## config.mk

```make
export PLATFORM = sky130hd
export DESIGN_NAME = adc_temp_supply_sequencer
export DESIGN_NICKNAME = d
export VERILOG_FILES = /design/src/design/adcts_pkg.sv /design/src/design/adc_temp_supply_sequencer.sv /design/src/design/adcts_div.sv
export SDC_FILE = /design/constraint.sdc
export NUM_CORES = 1
export LEC_CHECK = 0
export ABC_CLOCK_PERIOD_IN_PS = 5400
export BUFFER_PORTS_ARGS = -buffer_cell sky130_fd_sc_hd__buf_2
export CORE_MARGIN = 1
export CORE_UTILIZATION = 60
export CTS_BUF_LIST = sky130_fd_sc_hd__clkbuf_8
export DETAILED_ROUTE_END_ITERATION = 6
export GPL_TIMING_DRIVEN = 0
export PLACE_DENSITY = 0.82
export SLEW_MARGIN = 15
export SYNTH_ARGS = -nofsm -noshare
export SYNTH_HDL_FRONTEND = slang
export SYNTH_SLANG_ARGS = --single-unit
```

## constraint.sdc

```tcl
create_clock -name clk -period 5.4 [get_ports clk]
set_input_delay 0 -clock clk [delete_from_list [all_inputs] [get_ports clk]]
set_output_delay 0 -clock clk [all_outputs]
set_load 0.02 [all_outputs]
```

## src/design/adcts_pkg.sv

```systemverilog
// ----------------------------------------------------------------------------
// adcts_pkg: shared types and constants for the ADC temp/supply sequencer
// Phase and control state encodings, divider status, register indexes.
// ----------------------------------------------------------------------------
`default_nettype none

package adcts_pkg;

	localparam int unsigned SampleW   = 10;
	localparam int unsigned CalW      = 16;
	localparam int unsigned CountW    = 8;
	localparam int unsigned ScaleSh   = 10;
	localparam int unsigned DividendW = CalW + ScaleSh;

	localparam logic [CalW-1:0]   CalReset    = 16'd1100;
	localparam logic [CountW-1:0] SettleReset = 8'd32;
	localparam logic [CalW-1:0]   SupplyMax   = 16'hFFFF;

	typedef enum logic {
		REG_VBG_CAL      = 1'b0,
		REG_SETTLE_COUNT = 1'b1
	} reg_idx_t;

	typedef enum logic [1:0] {
		PH_IDLE = 2'd0,
		PH_TEMP = 2'd1,
		PH_VBG  = 2'd2
	} phase_t;

	typedef enum logic [1:0] {
		CONV_NONE = 2'd0,
		CONV_TEMP = 2'd1,
		CONV_VBG  = 2'd2
	} conv_t;

	typedef enum logic {
		CS_READY = 1'b0,
		CS_DIV   = 1'b1
	} ctl_state_t;

	typedef struct packed {
		logic busy;
		logic done;
	} div_stat_t;

endpackage

`default_nettype wire

```

## src/design/adc_temp_supply_sequencer.sv

```systemverilog
// ----------------------------------------------------------------------------
// adc_temp_supply_sequencer: temperature/bandgap ADC burst sequencer
// Sequences temperature and bandgap bursts and calibrates the supply voltage.
// ----------------------------------------------------------------------------
// Usage: the input channel (in_valid/in_stall) carries requests: kind 0 is a
// start, kind 1 is a conversion-done event with its sample. Every request
// yields exactly one result on the output channel (out_valid/out_stall):
// the conversion to launch next, busy flag, stored temperature and supply.
// Most requests skip the divider: the result is registered at the accept
// edge and shows the next cycle, one request per cycle while in_stall is low.
// The last bandgap event of a burst runs the serial divider, one quotient
// bit per cycle; in_stall stays high until the divider signals done and
// its quotient is loaded into the supply store and the output register.
// The output register holds one result; while it is full and out_stall is
// high, in_stall is high and the result is held unchanged.
// Reset: phase idle, stores cleared, vbg_cal 1100, settle_count 32.
// Configuration via cfg_we/cfg_index/cfg_data: the user must write only while idle; the block does not enforce it.
// ----------------------------------------------------------------------------
`default_nettype none

module adc_temp_supply_sequencer (
	input  wire logic                          clk,
	input  wire logic                          arst_n,
	input  wire logic                          cfg_we,
	input  wire logic                          cfg_index,
	input  wire logic [adcts_pkg::CalW-1:0]    cfg_data,
	input  wire logic                          in_valid,
	output logic                               in_stall,
	input  wire logic                          kind,
	input  wire logic [adcts_pkg::SampleW-1:0] sample,
	output logic                               out_valid,
	input  wire logic                          out_stall,
	output logic      [1:0]                    start_conversion,
	output logic                               busy_res,
	output logic      [adcts_pkg::SampleW-1:0] temperature_raw,
	output logic      [adcts_pkg::CalW-1:0]    supply_value,
	output logic                               finished
);

	localparam int unsigned SW = adcts_pkg::SampleW;
	localparam int unsigned CW = adcts_pkg::CalW;
	localparam int unsigned NW = adcts_pkg::CountW;

	logic [CW-1:0] vbg_cal_q;
	logic [NW-1:0] settle_count_q;

	adcts_pkg::phase_t     phase_q, phase_n;
	adcts_pkg::ctl_state_t state_q, state_n;
	logic [NW-1:0]         remaining_q, remaining_n, rem_dec;
	logic [SW-1:0]         temp_q, temp_n;
	logic [CW-1:0]         supply_q, supply_n;
	adcts_pkg::conv_t      launch;
	logic                  calc;
	logic                  acc;
	logic                  div_start;

	logic                  out_valid_q;
	adcts_pkg::conv_t      out_conv_q;
	logic                  out_busy_q;
	logic [SW-1:0]         out_temp_q;
	logic [CW-1:0]         out_supply_q;
	logic                  out_fin_q;

	adcts_pkg::div_stat_t  div_stat;
	logic [CW-1:0]         quotient;

	adcts_div u_div (
		.clk      (clk),
		.arst_n   (arst_n),
		.start    (div_start),
		.cal      (vbg_cal_q),
		.raw      (sample),
		.stat     (div_stat),
		.quotient (quotient)
	);

	always_ff @(posedge clk or negedge arst_n) begin
		if (!arst_n) begin
			vbg_cal_q      <= adcts_pkg::CalReset;
			settle_count_q <= adcts_pkg::SettleReset;
		end else if (cfg_we) begin
			case (adcts_pkg::reg_idx_t'(cfg_index))
				adcts_pkg::REG_VBG_CAL:      vbg_cal_q      <= cfg_data;
				adcts_pkg::REG_SETTLE_COUNT: settle_count_q <= cfg_data[NW-1:0];
				default: ;
			endcase
		end
	end

	// request decode
	always_comb begin
		phase_n     = phase_q;
		remaining_n = remaining_q;
		temp_n      = temp_q;
		supply_n    = supply_q;
		launch      = adcts_pkg::CONV_NONE;
		calc        = 1'b0;
		rem_dec     = remaining_q - 1'b1;
		if (!kind) begin
			if (phase_q == adcts_pkg::PH_IDLE) begin
				phase_n     = adcts_pkg::PH_TEMP;
				remaining_n = settle_count_q;
				launch      = adcts_pkg::CONV_TEMP;
			end
		end else begin
			case (phase_q)
				adcts_pkg::PH_TEMP: begin
					temp_n      = sample;
					remaining_n = rem_dec;
					if (rem_dec != '0) begin
						launch = adcts_pkg::CONV_TEMP;
					end else begin
						phase_n     = adcts_pkg::PH_VBG;
						remaining_n = settle_count_q;
						launch      = adcts_pkg::CONV_VBG;
					end
				end
				adcts_pkg::PH_VBG: begin
					supply_n    = {{(CW-SW){1'b0}}, sample};
					remaining_n = rem_dec;
					if (rem_dec != '0) begin
						launch = adcts_pkg::CONV_VBG;
					end else begin
						phase_n = adcts_pkg::PH_IDLE;
						calc    = 1'b1;
					end
				end
				default: ;
			endcase
		end
	end

	always_comb begin
		state_n = state_q;
		case (state_q)
			adcts_pkg::CS_READY: if (acc && calc) state_n = adcts_pkg::CS_DIV;
			adcts_pkg::CS_DIV:   if (div_stat.done) state_n = adcts_pkg::CS_READY;
			default:             state_n = adcts_pkg::CS_READY;
		endcase
	end

	always_comb begin
		in_stall  = (state_q != adcts_pkg::CS_READY) || (out_valid_q && out_stall);
		acc       = in_valid && !in_stall;
		div_start = acc && calc;
	end

	always_ff @(posedge clk or negedge arst_n) begin
		if (!arst_n) begin
			state_q     <= adcts_pkg::CS_READY;
			phase_q     <= adcts_pkg::PH_IDLE;
			remaining_q <= '0;
			temp_q      <= '0;
			supply_q    <= '0;
			out_valid_q <= 1'b0;
		end else begin
			state_q <= state_n;
			if (acc) begin
				phase_q     <= phase_n;
				remaining_q <= remaining_n;
				temp_q      <= temp_n;
				supply_q    <= supply_n;
			end else if (div_stat.done) begin
				supply_q <= quotient;
			end
			if ((acc && !calc) || div_stat.done) begin
				out_valid_q <= 1'b1;
			end else if (out_valid_q && !out_stall) begin
				out_valid_q <= 1'b0;
			end
		end
	end

	always_ff @(posedge clk) begin
		if (acc && !calc) begin
			out_conv_q   <= launch;
			out_busy_q   <= phase_n != adcts_pkg::PH_IDLE;
			out_temp_q   <= temp_n;
			out_supply_q <= supply_n;
			out_fin_q    <= 1'b0;
		end else if (div_stat.done) begin
			out_conv_q   <= adcts_pkg::CONV_NONE;
			out_busy_q   <= 1'b0;
			out_temp_q   <= temp_q;
			out_supply_q <= quotient;
			out_fin_q    <= 1'b1;
		end
	end

	always_comb begin
		out_valid        = out_valid_q;
		start_conversion = out_conv_q;
		busy_res         = out_busy_q;
		temperature_raw  = out_temp_q;
		supply_value     = out_supply_q;
		finished         = out_fin_q;
	end

endmodule

`default_nettype wire

```

## src/design/adcts_div.sv

```systemverilog
// ----------------------------------------------------------------------------
// adcts_div: serial restoring divider for the supply calibration
// Computes (cal << 10) / raw one quotient bit per cycle, saturated to 16 bits.
// ----------------------------------------------------------------------------
`default_nettype none

module adcts_div (
	input  wire logic                          clk,
	input  wire logic                          arst_n,
	input  wire logic                          start,
	input  wire logic [adcts_pkg::CalW-1:0]    cal,
	input  wire logic [adcts_pkg::SampleW-1:0] raw,
	output adcts_pkg::div_stat_t               stat,
	output logic      [adcts_pkg::CalW-1:0]    quotient
);

	localparam int unsigned DW   = adcts_pkg::DividendW;
	localparam int unsigned SW   = adcts_pkg::SampleW;
	localparam int unsigned CntW = $clog2(DW + 1);

	logic [SW-1:0]   rem_q;
	logic [DW-1:0]   quo_q;
	logic [SW-1:0]   divisor_q;
	logic [CntW-1:0] cnt_q;
	logic            busy_q;
	logic            done_q;

	logic [SW:0]     shifted;
	logic [SW:0]     diff;
	logic            ge;
	logic [SW-1:0]   rem_next;

	always_comb begin
		shifted  = {rem_q, quo_q[DW-1]};
		diff     = shifted - {1'b0, divisor_q};
		ge       = shifted >= {1'b0, divisor_q};
		rem_next = ge ? diff[SW-1:0] : shifted[SW-1:0];
	end

	always_ff @(posedge clk or negedge arst_n) begin
		if (!arst_n) begin
			busy_q <= 1'b0;
			done_q <= 1'b0;
			cnt_q  <= '0;
		end else begin
			done_q <= !start && busy_q && (cnt_q == CntW'(1));
			if (start) begin
				busy_q <= 1'b1;
				cnt_q  <= CntW'(DW);
			end else if (busy_q) begin
				cnt_q <= cnt_q - 1'b1;
				if (cnt_q == CntW'(1)) begin
					busy_q <= 1'b0;
				end
			end
		end
	end

	always_ff @(posedge clk) begin
		if (start) begin
			rem_q     <= '0;
			quo_q     <= {cal, {adcts_pkg::ScaleSh{1'b0}}};
			divisor_q <= raw;
		end else if (busy_q) begin
			rem_q <= rem_next;
			quo_q <= {quo_q[DW-2:0], ge};
		end
	end

	// zero divisor or quotient past 16 bits clamps to full scale
	always_comb begin
		if (divisor_q == '0 || |quo_q[DW-1:adcts_pkg::CalW]) begin
			quotient = adcts_pkg::SupplyMax;
		end else begin
			quotient = quo_q[adcts_pkg::CalW-1:0];
		end
		stat.busy = busy_q;
		stat.done = done_q;
	end

endmodule

`default_nettype wire
```

======== Word level (Yosys, flattened, before mapping) ========
Index checks and enable logic that the tools add are counted.
storage, ports and cells
  register bits ........................... 145
  output and inout bits ................... 32
operators by class
  reductions and logical operators ........ 27
  add/subtract/negate cells ............... 3
  multiplexer cells ....................... 44
  order comparisons ....................... 1
  bitwise logic cells ..................... 2
  equal/unequal tests ..................... 4
operators with widths
  kind                                                   number
  2-to-1 mux 16 bit                                      6
  2-to-1 mux 26 bit                                      2
  2-to-1 mux 10 bit                                      5
  2-to-1 mux 8 bit                                       3
  2-to-1 mux 2 bit                                       9
  one-hot mux 8 bit (2 select lines)                     1
  2-to-1 mux 1 bit                                       13
  nonzero test 2 bit                                     6
  >= comparator 11 x 10 -> 1 bit                         1
  logical NOT 10 bit                                     1
  2-to-1 mux 5 bit                                       2
  OR reduction 10 bit                                    1
  subtractor 10 bit                                      1
  one-hot mux 2 bit (2 select lines)                     2
  nonzero test 8 bit                                     1
  subtractor 8 x 1 -> 8 bit, second input constant       1
  logical AND 1 bit                                      7
  equality test 5 x 1 -> 1 bit, second input constant    1
  subtractor 5 x 1 -> 5 bit, second input constant       1
  logical NOT 1 bit                                      4
  AND reduction 2 bit                                    2
  logical OR 1 bit                                       3
  inequality test 3 x 1 -> 1 bit, second input constant  1
  AND reduction 3 bit                                    1
  other kinds (5)                                        6

======== Depth between registers and ports, before layout ========
  depth in word-level cells ............... 9
  depth in mapped cells ................... 11

======== Modules after synthesis ========
Synthesis repeated with hierarchy kept, for this count alone.
second synthesis, totals
  cells, all modules ...................... 581
  area, all modules ....................... 6939.2 um^2
by module, submodules not included
  module                     cells each  seq. area each (um^2)  area an instance (um^2)  instances
  adc_temp_supply_sequencer  326         2448.6                 4230.3                   1
  adcts_div                  255         1356.3                 2708.8                   1

======== Least setup slack after synthesis ========
Ideal clock, no wire load.
  kind .................................... register to register
  from .................................... register remaining_q[0]
  to ...................................... register out_busy_q, in the netlist busy_res (enable)
  data arrival time ....................... 2.399 ns
  stages on the path, launching flop included .. 9
  library setup time ...................... 0.373 ns
  path buffers ............................ 1
  setup slack ............................. 2.628 ns
  cell sequence ........................... dfrtp_1 > inv_1 > ha_1 > or3b_4 > or4_4 > and4_1 > buf_6 > a21oi_2 > or2_2
on the way
  longest elaborated chain between the ends .. 8
ends and longest elaborated chain
  what                          line                              source
  start, declared               adc_temp_supply_sequencer.sv:49   logic [NW-1:0] remaining_q, remaining_n, rem_dec;
  start signal, assigned        adc_temp_supply_sequencer.sv:160  remaining_q <= remaining_n;
  subtractor 8 x 1 -> 8 bit     adc_temp_supply_sequencer.sv:98   rem_dec = remaining_q - 1'b1;
  nonzero test 8 bit            adc_temp_supply_sequencer.sv:121  if (rem_dec != '0) begin
  2-to-1 mux 1 bit              adc_temp_supply_sequencer.sv:121
  2-to-1 mux 1 bit              adc_temp_supply_sequencer.sv:106  case (phase_q)
  2-to-1 mux 1 bit              adc_temp_supply_sequencer.sv:99   if (!kind) begin
  logical NOT 1 bit             adc_temp_supply_sequencer.sv:175  if (acc && !calc) begin
  logical AND 1 bit             adc_temp_supply_sequencer.sv:175
  nonzero test 2 bit (no line)  n/a
  end signal, assigned          adc_temp_supply_sequencer.sv:177  out_busy_q <= phase_n != adcts_pkg::PH_IDLE;
  end, declared                 adc_temp_supply_sequencer.sv:59   logic out_busy_q;
Every way passes these cells.
A chain may end at the register's enable or synchronous reset.

======== Final worst setup path ========
  from .................................... register remaining_q[0]
  to ...................................... register u_div.quo_q[18] (enable)
on the way
  longest elaborated chain between the ends .. 7
ends and longest elaborated chain
  what                          line                              source
  subtractor 8 x 1 -> 8 bit     adc_temp_supply_sequencer.sv:98
  nonzero test 8 bit            adc_temp_supply_sequencer.sv:121
  2-to-1 mux 1 bit              adc_temp_supply_sequencer.sv:121
  2-to-1 mux 1 bit              adc_temp_supply_sequencer.sv:106
  2-to-1 mux 1 bit              adc_temp_supply_sequencer.sv:99
  logical AND 1 bit             adc_temp_supply_sequencer.sv:145  div_start = acc && calc;
  nonzero test 2 bit (no line)  n/a
  end signal, assigned          adcts_div.sv:62                   quo_q <= {cal, {adcts_pkg::ScaleSh{1'b0}}};
  end signal, assigned          adcts_div.sv:66                   quo_q <= {quo_q[DW-2:0], ge};
  end, declared                 adcts_div.sv:22                   logic [DW-1:0] quo_q;
Every way passes these cells.

==> metrics.log <==
INFO  metric status = completed
INFO  metric cts.repair_timing.setup_buffer_count = 0
INFO  metric drt_pre_antenna_iters = 5
INFO  metric worst_r2r_startpoint = remaining_q[0]$_DFFE_PN0P_
INFO  metric timing.final.max_slew_violations = 0
INFO  metric cts.root.buffer_cell = sky130_fd_sc_hd__clkbuf_8
INFO  metric cts_repair_resize_count = 0
INFO  metric fin_crit = ~3100 ps
INFO  metric cts_tree = done
INFO  metric vias = 5,340
INFO  metric min_delay_worst_endpoint = phase_q[0]$_DFFE_PN0P_
INFO  metric highest-signal-layer = met4
INFO  metric area_growth_syn_to_layout = 18.0%
INFO  metric coreArea = 11,000 um^2
INFO  metric critical_path.endpoint_type = register
INFO  metric synthesis.yosys.warnings = 0
INFO  metric fp.dieH = 109 um
INFO  metric most-common-layout-cells = sky130_fd_sc_hd__nand2_1 (85), sky130_fd_sc_hd__buf_2 (70), sky130_fd_sc_hd__dfrtp_1 (64)
INFO  metric achievable-frequency = 320 MHz
INFO  metric met3RoutedLength = 858 um
INFO  metric placement.cell_area = 7430 um^2
INFO  metric timing_hold_violations_final = 0
INFO  metric routed_via_density = 5.89
INFO  metric final_cell_count_no_fill = 906
INFO  metric cts_buffer_depth = 2
INFO  metric dominantRegCellSynth = sky130_fd_sc_hd__dfrtp_1
INFO  metric wl_per_cell = 17.2 um
INFO  metric synth.ff_latch_count = between 100 and 150
INFO  metric reg2reg_slack = 2280 ps
INFO  metric timing.setup.tns = 0 ps
INFO  metric cts_htree_levels = 4
INFO  metric hold_depth = 4
INFO  metric cts_made_buffers = 17
INFO  metric synth-async-reset-ratio = a little under half
INFO  metric place.detailed.instances = 844
INFO  metric mostFrequentLayoutCell = sky130_fd_sc_hd__nand2_1
INFO  metric worst-endpoint-required = about 5500 ps
INFO  metric synth_area = slightly below 7000 um^2
INFO  metric setup_repair_after_global_routing_missed_its_margin = no
INFO  metric relSlewSlack = 51.7%
INFO  metric synth.distinct_cells = 60
INFO  metric synth_nets = 691
INFO  metric yosysSeqAreaShare = approximately 55%
INFO  metric hold_path_class = in -> reg
INFO  metric numPortBuffers = 64
INFO  metric worst_hold_startpoint = in_valid
INFO  metric wirelength_met1 = 6540 um
INFO  metric grt-ovfl-total = 0
INFO  metric top_ports = 65
INFO  metric finalInstanceArea = 8150 um^2
INFO  metric synth_edf_count = 55
INFO  metric wl_met2 = 7820 um
INFO  metric detail_route.iter0.violations = between 400 and 500
INFO  metric globalplace.congestion = approximately 0.92
INFO  metric full_die_area = 11,900 um^2
INFO  metric finClkSkew = 11.4 ps
INFO  metric insertedDiodeCount = 0
INFO  metric clk_latency = 450 ps
INFO  metric cts_num_sinks = approximately 150
INFO  metric final_net_count = just over 800
INFO  metric post_synth_inst_count = 639
INFO  metric grt_pass1_wl = 25,000 um
INFO  metric avg_cell_area_syn = 10.8 um^2
INFO  metric initial_utilization = 62.6%
INFO  metric total_leakage_power = 0.00352 uW
INFO  metric post_route_cells_drive_above_1_share = 21.4%
INFO  metric postRouteAntennaNets = 0
INFO  metric drt_wl_total = 15,600 um
INFO  metric clk_pin_slew = about 70 ps
INFO  metric worst_ep_arrival_time = roughly 3200 ps
INFO  metric fp.dieW = 109 um
INFO  metric final_min_period_over_clock_period = 57.8%
INFO  metric hpwlAfterDp = 11,100 um
INFO  metric power.ir.vdd_worst = 0.299 mV
INFO  metric placementRows = 38
INFO  metric timing.critical_path.from_type = register
INFO  metric track_usage = 27.9%
INFO  metric setup_viol_count_final = 0
INFO  metric grt_antenna_before_repair = 0
INFO  metric criticalPathCategory = reg -> reg
INFO  metric worst-r2r-cell-count = 9
INFO  metric remaining_drc_errors = 0
INFO  metric grt_start_max_net_pins = 39
INFO  metric crit_fanout = 16
INFO  metric fill_cell_instance_count_of_the_final_layout = 753
INFO  metric drv_cap = 0
INFO  metric worst_r2r_endpoint = u_div.quo_q[18]$_DFFE_PP_
INFO  metric finalPower = approximately 3700 uW
INFO  metric grt_pass1_vias = slightly above 5,000
INFO  metric tightestPinTransition = 725 ps
INFO  metric cellPowerDensity = approximately 450 nW/um^2
-- cell usage after synthesis, drive strengths merged, types with 3 or more instances --
cell type   n  area share, %
nand4       6           0.54
clkbuf     21            1.1
a31oi      12            1.1
o211ai      6           0.65
a211o       4           0.51
edfxtp     55             24
ha         18            3.3
dfxtp      21            6.1
a22oi      12            1.3
nor3b       3           0.33
nor3       15            1.1
xnor2       9            1.1
nor2b       4           0.36
a21oi      19            1.4
nand2b      7           0.63
nand2      85            4.6
mux2i      15            2.2
buf        13            1.2
nand3      25            1.8
a21o        5           0.54
dfrtp      64             23
nor2       46            2.5
inv        26            1.4
o21ai      48            3.5
a32oi       3           0.38
dfstp       5            1.9
nor4        7           0.63
or3b        3           0.42
and4        4           0.51
mux2       44            7.7
a211oi      5           0.54
-- final cells by class --
class / instances / area (um^2) / area share, %
plain buffers: 34 / 163 / 2.00
clock buffers: 17 / 234 / 2.87
clock inverters: 15 / 191 / 2.35
inverters: 26 / 97.6 / 1.20
multi-input cells: 434 / 2840 / 34.9
flip-flops and latches: 145 / 3800 / 46.7
well taps: 140 / 175 / 2.15
repair buffers: 95 / 643 / 7.89
-- registers in the layout (all words and copies together), names as in the netlist, 2 cells and up --
signal,count
u_div.quo_q,26
supply_q,16
u_div.rem_q,10
temperature_raw,10
phase_q,2
temp_q,10
u_div.divisor_q,10
vbg_cal_q,16
start_conversion,2
settle_count_q,8
remaining_q,8
supply_value,16
u_div.cnt_q,5
-- routing by layer --
layer  vias up  GRT usage [%]
met2       227           46.9
li1       2528              -
met5         -              0
met3        32           5.57
met1      2553           35.0
met4         0           12.2
-- worst max path at each step --
stage / startpoint / to / slack (ps) / cells after the start
after global placement: remaining_q[0]$_DFFE_PN0P_ / u_div.quo_q[12]$_DFFE_PP_ / 2340 / 9
final: remaining_q[0]$_DFFE_PN0P_ / u_div.quo_q[18]$_DFFE_PP_ / 2280 / 9
after global routing: remaining_q[0]$_DFFE_PN0P_ / u_div.quo_q[12]$_DFFE_PP_ / 2100 / 9
after floorplan: remaining_q[0]$_DFFE_PN0P_ / busy_res$_SDFFCE_PN0P_ / 2630 / 8
after detailed placement: remaining_q[0]$_DFFE_PN0P_ / u_div.quo_q[12]$_DFFE_PP_ / 2260 / 9
after CTS: remaining_q[0]$_DFFE_PN0P_ / u_div.quo_q[14]$_DFFE_PP_ / 2260 / 9
-- power by group --
part / internal [uW] / total [uW] / switching, uW
clock network: 500 / 907 / 407
registers: 1430 / 1630 / 206
logic: 472 / 1110 / 641
-- worst max-delay path, stage by stage, from the launching register on --
cell                       delay [ps]
sky130_fd_sc_hd__dfrtp_1          440
sky130_fd_sc_hd__inv_1             90
sky130_fd_sc_hd__ha_1             230
sky130_fd_sc_hd__or3b_4           430
sky130_fd_sc_hd__or4_4            430
sky130_fd_sc_hd__and4_1           200
sky130_fd_sc_hd__buf_6            130
sky130_fd_sc_hd__nand2_1          120
sky130_fd_sc_hd__buf_2            230
sky130_fd_sc_hd__nand2b_1         420
-- per-stage QoR --
| step | util [%] | worst slack (ps) | hold WS (ps) |
|---|---|---|---|
| floorplan | - | 2630 | -296 |
| global placement | 67.1 | 2340 | 227 |
| detailed placement | 67.3 | 2260 | -43.3 |
| CTS | 73.9 | 2260 | 41.8 |
| global route | 73.9 | 2100 | 91.2 |
| finish | 73.9 | 2280 | 86.0 |
-- cell families after synthesis --
| kind of cell | share of synthesized area [%] |
|---|---|
| buf+inv | 3.77 |
| simple gates | 15.1 |
| fa+ha+maj | 3.55 |
| mux | 9.89 |
| flops | 55.1 |
| compound gates | 11.2 |
| xor+xnor | 1.39 |
-- repair_timing --
action                                  in CTS  in global routing
hold buffers                                30                  0
hold endpoints to repair                   143                  0
endpoints found under the setup margin       0                  0
(Power assumes the default switching activity.)
